==> config.mk <==
export PLATFORM = sky130hd
export DESIGN_NAME = least_squares_line_calibrator
export DESIGN_NICKNAME = d
export VERILOG_FILES = /design/src/rtl/lslc_pkg.sv /design/src/rtl/least_squares_line_calibrator.sv
export VERILOG_INCLUDE_DIRS = /design/src /design/src/rtl
export SDC_FILE = /design/constraint.sdc
export NUM_CORES = 2
export LEC_CHECK = 0
export BUFFER_PORTS_ARGS = -buffer_cell sky130_fd_sc_hd__buf_2
export CORE_ASPECT_RATIO = 0.75
export CORE_UTILIZATION = 53
export CTS_BUF_LIST = sky130_fd_sc_hd__clkbuf_4 sky130_fd_sc_hd__clkbuf_8 sky130_fd_sc_hd__clkbuf_16
export CTS_CLUSTER_DIAMETER = 100
export DETAILED_ROUTE_END_ITERATION = 7
export GPL_TIMING_DRIVEN = 1
export PLACE_DENSITY = 0.72
export SYNTH_ARGS = -nofsm -noshare
export SYNTH_HDL_FRONTEND = slang
export SYNTH_SLANG_ARGS = --single-unit
==> constraint.sdc <==
create_clock -name clk -period 13.4 [get_ports clk]
set_clock_uncertainty 0.2 [all_clocks]
set_input_delay 2.68 -clock clk [delete_from_list [all_inputs] [get_ports clk]]
set_output_delay 2.68 -clock clk [all_outputs]
set_load 0.05 [all_outputs]
==> src/rtl/least_squares_line_calibrator_defines.svh <==
// ----------------------------------------------------------------------------
// Assertion macros for the least-squares line calibrator
// Concurrent checks that compile away when SYNTHESIS is defined.
// ----------------------------------------------------------------------------
`ifndef LEAST_SQUARES_LINE_CALIBRATOR_DEFINES_SVH
`define LEAST_SQUARES_LINE_CALIBRATOR_DEFINES_SVH
`ifndef SYNTHESIS
// same-cycle implication
`define LSLC_ASSERT_IMPL(label, clk, rst, ante, cons, msg) \
  label: assert property (@(posedge clk) disable iff (rst) (ante) |-> (cons)) \
    else $error(msg);
// next-cycle implication
`define LSLC_ASSERT_NEXT(label, clk, rst, ante, cons, msg) \
  label: assert property (@(posedge clk) disable iff (rst) (ante) |=> (cons)) \
    else $error(msg);
`else
`define LSLC_ASSERT_IMPL(label, clk, rst, ante, cons, msg)
`define LSLC_ASSERT_NEXT(label, clk, rst, ante, cons, msg)
`endif
`endif

==> src/rtl/lslc_pkg.sv <==
// ----------------------------------------------------------------------------
// Least-squares line calibrator package
// Word types, field widths, codes and sizing constants of the calibrator.
// ----------------------------------------------------------------------------
package lslc_pkg;

  // field and state widths
  localparam int ADC_W   = 12;
  localparam int REAL_W  = 32;
  localparam int GAIN_W  = 64;
  localparam int OFFS_W  = 32;
  localparam int TALLY_W = 8;
  localparam int SX_W    = 20;
  localparam int SY_W    = 40;
  localparam int SXY_W   = 52;
  localparam int SXX_W   = 32;
  localparam int SQ_W    = 2 * ADC_W;

  // most points summed in one session
  localparam int MAX_POINTS = 255;

  // digit-serial multiplier sizing
  localparam int DIGIT_W = 3;
  localparam int ACC_W   = 80;
  localparam int MPL_W   = 32;
  localparam int STEP_W  = 4;
  localparam int ADC_STEPS   = (ADC_W + DIGIT_W - 1) / DIGIT_W;
  localparam int TALLY_STEPS = (TALLY_W + DIGIT_W - 1) / DIGIT_W;
  localparam int SX_STEPS    = (SX_W + DIGIT_W - 1) / DIGIT_W;
  localparam int SXX_STEPS   = (SXX_W + DIGIT_W - 1) / DIGIT_W;

  // restoring divider sizing
  localparam int NUM_W  = 84;
  localparam int DEN_W  = 40;
  localparam int QR_W   = NUM_W + 1;
  localparam int CNT_W  = 7;
  localparam int FRAC_SHIFT = 24;   // Q23.40 gain against Q15.16 values

  // 1.0 in Q23.40
  localparam logic [GAIN_W-1:0] GAIN_ONE = 64'h0000_0100_0000_0000;

  // operation codes
  localparam logic OP_POINT = 1'b0;
  localparam logic OP_APPLY = 1'b1;

  // result kinds
  localparam logic KIND_FIT   = 1'b0;
  localparam logic KIND_APPLY = 1'b1;

  // fit status codes
  localparam logic [1:0] FIT_OK         = 2'd0;
  localparam logic [1:0] FIT_DEGENERATE = 2'd1;
  localparam logic [1:0] FIT_TOO_FEW    = 2'd2;

  typedef struct packed {
    logic                     op;
    logic [ADC_W-1:0]         adc_value;
    logic signed [REAL_W-1:0] real_value;
    logic                     last_point;
  } lslc_req_t;

  typedef struct packed {
    logic                     result_kind;
    logic signed [GAIN_W-1:0] fitted_gain;
    logic signed [OFFS_W-1:0] fitted_offset;
    logic [1:0]               fit_status;
    logic                     is_calibrated;
    logic signed [OFFS_W-1:0] converted_value;
  } lslc_rsp_t;

endpackage

==> src/rtl/least_squares_line_calibrator.sv <==
// ----------------------------------------------------------------------------
// Least-squares line calibrator
// A point word is multiplied and folded into the sums, or dropped if the tally is full;
// an apply word gives its result when the output is free, and req_stall holds off the
// next word until then. The point marked last starts a fit on the radix-8 serial
// multiplier and the two 84-step restoring divisions, then reports.
// Synchronous reset clears the sums and flag and loads gain 1.0, offset 0.
// ----------------------------------------------------------------------------
`include "least_squares_line_calibrator_defines.svh"

module least_squares_line_calibrator (
  input  logic                clk,
  input  logic                rst,
  input  logic                req_valid,
  output logic                req_stall,
  input  lslc_pkg::lslc_req_t req,
  output logic                rsp_valid,
  input  logic                rsp_stall,
  output lslc_pkg::lslc_rsp_t rsp
);
  import lslc_pkg::*;

  typedef enum logic [3:0] {
    S_IDLE, S_MUL, S_PSUM, S_FIT, S_DEN, S_DCHK, S_GNUM, S_GMAG,
    S_ONUM, S_OMAG, S_AMAG, S_DIV, S_ROUND, S_SAT, S_EMIT
  } state_t;

  typedef enum logic [1:0] {
    TGT_GAIN, TGT_OFFSET, TGT_CONV
  } tgt_t;

  state_t state;
  state_t mul_ret;
  tgt_t   target;

  // session sums and fitted line
  logic [TALLY_W-1:0] point_tally;
  logic [SX_W-1:0]    sum_readings;
  logic [SY_W-1:0]    sum_true;
  logic [SXY_W-1:0]   sum_products;
  logic [SXX_W-1:0]   sum_squares;
  logic [GAIN_W-1:0]  gain_reg;
  logic [OFFS_W-1:0]  offset_reg;
  logic               calibrated_flag;

  // held word
  logic              kind_r;
  logic [ADC_W-1:0]  x_r;
  logic [REAL_W-1:0] y_r;
  logic              last_r;
  logic [1:0]        status_r;
  logic [OFFS_W-1:0] conv_r;

  // serial multiplier
  logic [ACC_W-1:0]  acc;
  logic [ACC_W-1:0]  mcand;
  logic [MPL_W-1:0]  mplier;
  logic [SQ_W-1:0]   sq_acc;
  logic [SQ_W-1:0]   sq_cand;
  logic [STEP_W-1:0] steps;

  // divider and rounding
  logic [NUM_W-1:0]  num_sh;
  logic [DEN_W-1:0]  rem;
  logic [DEN_W-1:0]  den;
  logic [CNT_W-1:0]  div_cnt;
  logic              neg_r;
  logic              rnd_r;
  logic [QR_W-1:0]   qr;

  logic [ACC_W-1:0]  pp;
  logic [ACC_W-1:0]  acc_step;
  logic [SQ_W-1:0]   sq_pp;
  logic [SQ_W-1:0]   sq_step;
  logic [ACC_W-1:0]  mag;
  logic [DEN_W:0]    rem_sh;
  logic              div_ge;
  logic [DEN_W-1:0]  rem_step;
  logic              div_rnd;
  logic [QR_W-1:0]   lim;
  logic [QR_W-1:0]   sat_mag;
  logic [GAIN_W-1:0] sat_val;
  logic              emit_go;

  logic [ACC_W-1:0]  sx_ext;
  logic [ACC_W-1:0]  sy_ext;
  logic [ACC_W-1:0]  sxy_ext;
  logic [ACC_W-1:0]  sxx_ext;
  logic [ACC_W-1:0]  gain_ext;
  logic [ACC_W-1:0]  off_init;

  // operand extensions
  assign sx_ext   = ACC_W'(sum_readings);
  assign sxx_ext  = ACC_W'(sum_squares);
  assign sy_ext   = {{(ACC_W-SY_W){sum_true[SY_W-1]}}, sum_true};
  assign sxy_ext  = {{(ACC_W-SXY_W){sum_products[SXY_W-1]}}, sum_products};
  assign gain_ext = {{(ACC_W-GAIN_W){gain_reg[GAIN_W-1]}}, gain_reg};
  assign off_init = {{(ACC_W-OFFS_W-FRAC_SHIFT){offset_reg[OFFS_W-1]}}, offset_reg,
                     {FRAC_SHIFT{1'b0}}};

  // one radix-8 digit of multiplier times the shifted multiplicand
  always_comb begin
    pp = (mplier[0] ? mcand : '0)
       + (mplier[1] ? {mcand[ACC_W-2:0], 1'b0} : '0)
       + (mplier[2] ? {mcand[ACC_W-3:0], 2'b0} : '0);
    acc_step = acc + pp;
    sq_pp = (mplier[0] ? sq_cand : '0)
          + (mplier[1] ? {sq_cand[SQ_W-2:0], 1'b0} : '0)
          + (mplier[2] ? {sq_cand[SQ_W-3:0], 2'b0} : '0);
    sq_step = sq_acc + sq_pp;
  end

  // magnitude of the accumulator
  assign mag = acc[ACC_W-1] ? (~acc + ACC_W'(1)) : acc;

  // one restoring division step
  always_comb begin
    rem_sh   = {rem, num_sh[NUM_W-1]};
    div_ge   = rem_sh >= {1'b0, den};
    rem_step = div_ge ? DEN_W'(rem_sh - {1'b0, den}) : rem_sh[DEN_W-1:0];
    div_rnd  = {rem, 1'b0} >= {1'b0, den};
  end

  // saturate the rounded magnitude and apply the sign
  always_comb begin
    lim = (target == TGT_GAIN) ? (QR_W'(1) << (GAIN_W - 1)) : (QR_W'(1) << (OFFS_W - 1));
    if (neg_r) begin
      sat_mag = (qr > lim) ? lim : qr;
    end else begin
      sat_mag = (qr >= lim) ? (lim - QR_W'(1)) : qr;
    end
    sat_val = neg_r ? (GAIN_W'(0) - sat_mag[GAIN_W-1:0]) : sat_mag[GAIN_W-1:0];
  end

  assign emit_go   = (state == S_EMIT) && (!rsp_valid || !rsp_stall);
  assign req_stall = (state != S_IDLE);

  // sequencer, datapath and output register
  always_ff @(posedge clk) begin
    if (rst) begin
      state           <= S_IDLE;
      rsp_valid       <= 1'b0;
      point_tally     <= '0;
      sum_readings    <= '0;
      sum_true        <= '0;
      sum_products    <= '0;
      sum_squares     <= '0;
      gain_reg        <= GAIN_ONE;
      offset_reg      <= '0;
      calibrated_flag <= 1'b0;
    end else begin
      // drop the output word once taken, unless a new one replaces it
      if (rsp_valid && !rsp_stall && !emit_go) begin
        rsp_valid <= 1'b0;
      end

      unique case (state)
        S_IDLE: begin
          if (req_valid) begin
            kind_r   <= (req.op == OP_APPLY) ? KIND_APPLY : KIND_FIT;
            x_r      <= req.adc_value;
            y_r      <= req.real_value;
            last_r   <= req.last_point;
            status_r <= FIT_OK;
            conv_r   <= '0;
            mplier   <= MPL_W'(req.adc_value);
            sq_cand  <= SQ_W'(req.adc_value);
            sq_acc   <= '0;
            steps    <= STEP_W'(ADC_STEPS);
            if (req.op == OP_APPLY) begin
              acc     <= off_init;
              mcand   <= gain_ext;
              mul_ret <= S_AMAG;
              state   <= S_MUL;
            end else begin
              acc   <= '0;
              mcand <= {{(ACC_W-REAL_W){req.real_value[REAL_W-1]}}, req.real_value};
              if (point_tally < TALLY_W'(MAX_POINTS)) begin
                mul_ret <= S_PSUM;
                state   <= S_MUL;
              end else if (req.last_point) begin
                state <= S_FIT;
              end
            end
          end
        end

        // advance the multiplier by one digit
        S_MUL: begin
          acc     <= acc_step;
          sq_acc  <= sq_step;
          mcand   <= {mcand[ACC_W-1-DIGIT_W:0], {DIGIT_W{1'b0}}};
          sq_cand <= {sq_cand[SQ_W-1-DIGIT_W:0], {DIGIT_W{1'b0}}};
          mplier  <= mplier >> DIGIT_W;
          steps   <= steps - STEP_W'(1);
          if (steps == STEP_W'(1)) begin
            state <= mul_ret;
          end
        end

        // fold the point into the sums
        S_PSUM: begin
          point_tally  <= point_tally + TALLY_W'(1);
          sum_readings <= sum_readings + SX_W'(x_r);
          sum_true     <= sum_true + {{(SY_W-REAL_W){y_r[REAL_W-1]}}, y_r};
          sum_products <= sum_products + acc[SXY_W-1:0];
          sum_squares  <= sum_squares + SXX_W'(sq_acc);
          state        <= last_r ? S_FIT : S_IDLE;
        end

        // report too few points, else start the denominator with n * sum x squared
        S_FIT: begin
          if (point_tally < TALLY_W'(2)) begin
            status_r <= FIT_TOO_FEW;
            state    <= S_EMIT;
          end else begin
            acc     <= '0;
            mcand   <= sxx_ext;
            mplier  <= MPL_W'(point_tally);
            steps   <= STEP_W'(TALLY_STEPS);
            mul_ret <= S_DEN;
            state   <= S_MUL;
          end
        end

        // subtract sum x squared
        S_DEN: begin
          mcand   <= ACC_W'(0) - sx_ext;
          mplier  <= MPL_W'(sum_readings);
          steps   <= STEP_W'(SX_STEPS);
          mul_ret <= S_DCHK;
          state   <= S_MUL;
        end

        // fall back on a flat spread, else start the gain numerator
        S_DCHK: begin
          if (acc[ACC_W-1] || (acc == '0)) begin
            gain_reg   <= GAIN_ONE;
            offset_reg <= '0;
            status_r   <= FIT_DEGENERATE;
            state      <= S_EMIT;
          end else begin
            den     <= acc[DEN_W-1:0];
            acc     <= '0;
            mcand   <= sxy_ext;
            mplier  <= MPL_W'(point_tally);
            steps   <= STEP_W'(TALLY_STEPS);
            mul_ret <= S_GNUM;
            state   <= S_MUL;
          end
        end

        S_GNUM: begin
          mcand   <= ACC_W'(0) - sy_ext;
          mplier  <= MPL_W'(sum_readings);
          steps   <= STEP_W'(SX_STEPS);
          mul_ret <= S_GMAG;
          state   <= S_MUL;
        end

        // load the divider with the gain numerator scaled to Q40
        S_GMAG: begin
          neg_r   <= acc[ACC_W-1];
          num_sh  <= {mag[NUM_W-FRAC_SHIFT-1:0], {FRAC_SHIFT{1'b0}}};
          rem     <= '0;
          div_cnt <= CNT_W'(NUM_W);
          target  <= TGT_GAIN;
          state   <= S_DIV;
        end

        S_ONUM: begin
          mcand   <= ACC_W'(0) - sxy_ext;
          mplier  <= MPL_W'(sum_readings);
          steps   <= STEP_W'(SX_STEPS);
          mul_ret <= S_OMAG;
          state   <= S_MUL;
        end

        S_OMAG: begin
          neg_r   <= acc[ACC_W-1];
          num_sh  <= NUM_W'(mag);
          rem     <= '0;
          div_cnt <= CNT_W'(NUM_W);
          target  <= TGT_OFFSET;
          state   <= S_DIV;
        end

        // split the applied sum into integer part and rounding bit
        S_AMAG: begin
          neg_r  <= acc[ACC_W-1];
          num_sh <= NUM_W'(mag[ACC_W-1:FRAC_SHIFT]);
          rnd_r  <= mag[FRAC_SHIFT-1];
          target <= TGT_CONV;
          state  <= S_ROUND;
        end

        // shift one quotient bit in
        S_DIV: begin
          rem     <= rem_step;
          num_sh  <= {num_sh[NUM_W-2:0], div_ge};
          div_cnt <= div_cnt - CNT_W'(1);
          if (div_cnt == CNT_W'(1)) begin
            state <= S_ROUND;
          end
        end

        // round half away from zero on the magnitude
        S_ROUND: begin
          qr    <= {1'b0, num_sh} + QR_W'((target == TGT_CONV) ? rnd_r : div_rnd);
          state <= S_SAT;
        end

        S_SAT: begin
          unique case (target)
            TGT_GAIN: begin
              gain_reg <= sat_val;
              acc      <= '0;
              mcand    <= sy_ext;
              mplier   <= sum_squares;
              steps    <= STEP_W'(SXX_STEPS);
              mul_ret  <= S_ONUM;
              state    <= S_MUL;
            end
            TGT_OFFSET: begin
              offset_reg      <= sat_val[OFFS_W-1:0];
              calibrated_flag <= 1'b1;
              status_r        <= FIT_OK;
              state           <= S_EMIT;
            end
            default: begin
              conv_r <= sat_val[OFFS_W-1:0];
              state  <= S_EMIT;
            end
          endcase
        end

        // hand the result word over and close the session after a report
        S_EMIT: begin
          if (emit_go) begin
            rsp_valid           <= 1'b1;
            rsp.result_kind     <= kind_r;
            rsp.fitted_gain     <= gain_reg;
            rsp.fitted_offset   <= offset_reg;
            rsp.fit_status      <= status_r;
            rsp.is_calibrated   <= calibrated_flag;
            rsp.converted_value <= conv_r;
            if (kind_r == KIND_FIT) begin
              point_tally  <= '0;
              sum_readings <= '0;
              sum_true     <= '0;
              sum_products <= '0;
              sum_squares  <= '0;
            end
            state <= S_IDLE;
          end
        end

        default: begin
          state <= S_IDLE;
        end
      endcase
    end
  end

  // checks
  `LSLC_ASSERT_IMPL(a_rem_below_den, clk, rst, state == S_DIV, rem < den, "remainder not below divisor")
  `LSLC_ASSERT_IMPL(a_sum_under_max, clk, rst, state == S_PSUM, point_tally < TALLY_W'(MAX_POINTS), "point summed past the maximum")
  `LSLC_ASSERT_IMPL(a_fit_calibrated, clk, rst, rsp_valid && rsp.result_kind == KIND_FIT && rsp.fit_status == FIT_OK, rsp.is_calibrated, "fitted report without calibrated flag")
  `LSLC_ASSERT_NEXT(a_session_clear, clk, rst, emit_go && kind_r == KIND_FIT, point_tally == '0 && sum_squares == '0, "sums not cleared after report")

endmodule

==> metrics.cfg <==
[run_status]
outcome=complete, but fails checks
violations=design-rule violations

[synth]
syn_inst=7173
yosysWarnings=0
yosysSeqAreaShare_pct=40.58
synth_edf_count=720
async_flop_share_pct=0
syn_nets=7710
netlist-cell-type-count=88
syn_area_per_cell_sq_um=9.175
ys_ff_latch=974
ys.flop_type=edfxtp_1
synth_area_sq_um=65810

[min_path]
hold_class=reg -> reg

[timing]
tns_ps=0
fmax_mhz=119.6
finalSetupViolations=0
worstMarginPinSlew_ps=1315
hold_viol_final=0
slew_headroom_pct=11.56
rsz0062_at_grt=no
timing.final.crit_period_ps=8364
drv_slew=0
fin_crit_sh_pct=62.42

[setup_path]
crit_fanout=11
cp-start-kind=flop
arrival_ps=8510
worstSetupPathType=reg -> reg
critPathCaptureType=flop
worstPathRequired_ps=13550

[floorplanning]
ios=184
start_util_pct=53.67
fp.dieH_um=307.2
dieArea_sq_um=125600
core-area_sq_um=122600
die_w_um=408.9
rows=111

[placed_design]
hpwl_mm=203.2
gp_congestion=1.087
placed_cell_area_sq_um=68710
port_buffers=183
dp_cells=8770

[grt]
gr-total-overflow=0
grt_pass1_wl_mm=379.9
antenna_found_initial=14
grt_max_degree=90
grt_pass1_vias=54230
grt_util_all_layers_pct=41.33

[cts]
holdBufCountCts=0
cts_buffers=101
post_cts_buffers=0
h-tree-depth=3
cts_tree=built
clk_latency_ps=750
cts_root_buf=clkbuf_16
clkSlewWorstSetupHoldPaths_ps=70
cts_sinks=974
cts-resized-gates=0
clock_path_buffers=3

[run]
maxCapViolations=0

[drt]
dr.pass1.iters=8
highest_layer=met5
drtIter0Drc=9592
route.met2.wl_mm=101.0
wl_met1_mm=110.0
met3_length_mm=43.86
detail-route-antenna-nets=0
wl_per_cell_um=29.47
via_per_inst=6.618
totalWireLength_mm=264.5
drc_errors=1
num_vias=59420

[finish]
reg.largest.list=rsp (132), qr (85), num_sh (84)
fin_area_sq_um=72270
final_common_cell=nand2_1
nets=7772
final_cells=8978
syn_to_final_growth_pct=9.808
largest-register=rsp
largest_reg_flops=132
most-common-layout-cells=nand2_1 (961), edfxtp_1 (720), nor2_1 (595)
drive_above_1_share_pct=8.329
fin_util_pct=58.93
fillers=10690

cell type report:
class | instances | area, sq um | area share (%)
Clock inverter | 43 | 446.7 | 0.6181
Tap cell | 1638 | 2049 | 2.836
Multi-Input combinational cell | 5457 | 36560 | 50.59
Clock buffer | 149 | 3068 | 4.245
Antenna cell | 16 | 40.04 | 0.05540
Timing Repair Buffer | 322 | 1968 | 2.723
Inverter | 379 | 1423 | 1.969
Sequential cell | 974 | 26710 | 36.96
stage by stage:
stage | hold slack [ps] | setup WS, ps
2_1_floorplan | 200.3 | 474.8
3_3_place_gp | 201.1 | 5546
3_5_place_dp | 204.5 | 5413
4_1_cts | 219.4 | 5379
5_1_grt | 226.5 | 4842
6_report | 219.6 | 5036
routing by layer:
layer  vias to the layer above  GRT usage [%]
met5                         -          1.954
met4                        13          13.13
met3                       460          18.22
met2                      3902          53.83
met1                     28920          60.10
li1                      26120              -
logic make-up after synthesis:
group / Yosys count / synth area share, %
simple gates: 2568 / 18.18
compound gates: 1874 / 18.26
flops: 974 / 40.58
buf+inv: 742 / 4.241
fa+ha+maj: 487 / 11.60
xor+xnor: 467 / 6.215
mux: 61 / 0.9316
cells in the mapped netlist (all sizes together) (34+ instances only):
| cell type | number | area share (%) |
|---|---|---|
| nand2 | 963 | 5.5 |
| edfxtp | 720 | 33 |
| nor2 | 605 | 3.5 |
| a21oi | 572 | 4.4 |
| o21ai | 418 | 3.2 |
| inv | 378 | 2.2 |
| clkbuf | 329 | 1.9 |
| xnor2 | 307 | 4.1 |
| ha | 282 | 5.4 |
| dfxtp | 254 | 7.7 |
| fa | 205 | 6.2 |
| xor2 | 160 | 2.1 |
| nand3 | 159 | 1.2 |
| nor3 | 158 | 1.2 |
| and2 | 138 | 1.3 |
| a21o | 128 | 1.5 |
| a22oi | 87 | 0.99 |
| nand4 | 80 | 0.76 |
| or3 | 79 | 0.76 |
| and3 | 78 | 0.74 |
| a31oi | 66 | 0.63 |
| nor4 | 63 | 0.63 |
| o31ai | 62 | 0.71 |
| nand2b | 60 | 0.57 |
| mux2i | 59 | 0.90 |
| a221oi | 56 | 0.75 |
| a211oi | 53 | 0.60 |
| nor2b | 52 | 0.49 |
| o21a | 46 | 0.52 |
| or4 | 42 | 0.50 |
| a222oi | 41 | 0.62 |
| o22ai | 35 | 0.33 |
| buf | 34 | 0.20 |
worst paths after layout:
path,slack (ps),cells past startpoint,startpoint,end
worst max-delay path,5040,12,target[1]$_DFFE_PP_,conv_r[22]$_DFFE_PP_
worst min-delay path,220,0,conv_r[22]$_DFFE_PP_,rsp[22]$_DFFE_PP_
worst max register to register,5040,12,target[1]$_DFFE_PP_,conv_r[22]$_DFFE_PP_
worst min register to register,220,0,conv_r[22]$_DFFE_PP_,rsp[22]$_DFFE_PP_
worst max-delay path, cell delays in order (launching register included):
cell,delay [ps]
edfxtp_1,460
nor2_1,810
clkinv_1,880
ha_1,630
nand4_1,100
or4_1,510
or4_1,600
a31oi_1,880
o21ai_0,620
ha_1,520
o211ai_1,390
nor2_1,220
nor4_1,1130
Power is left out: the tool's default activity adds up to more than one toggle a clock period on the data nets, which glitch-free logic cannot reach.
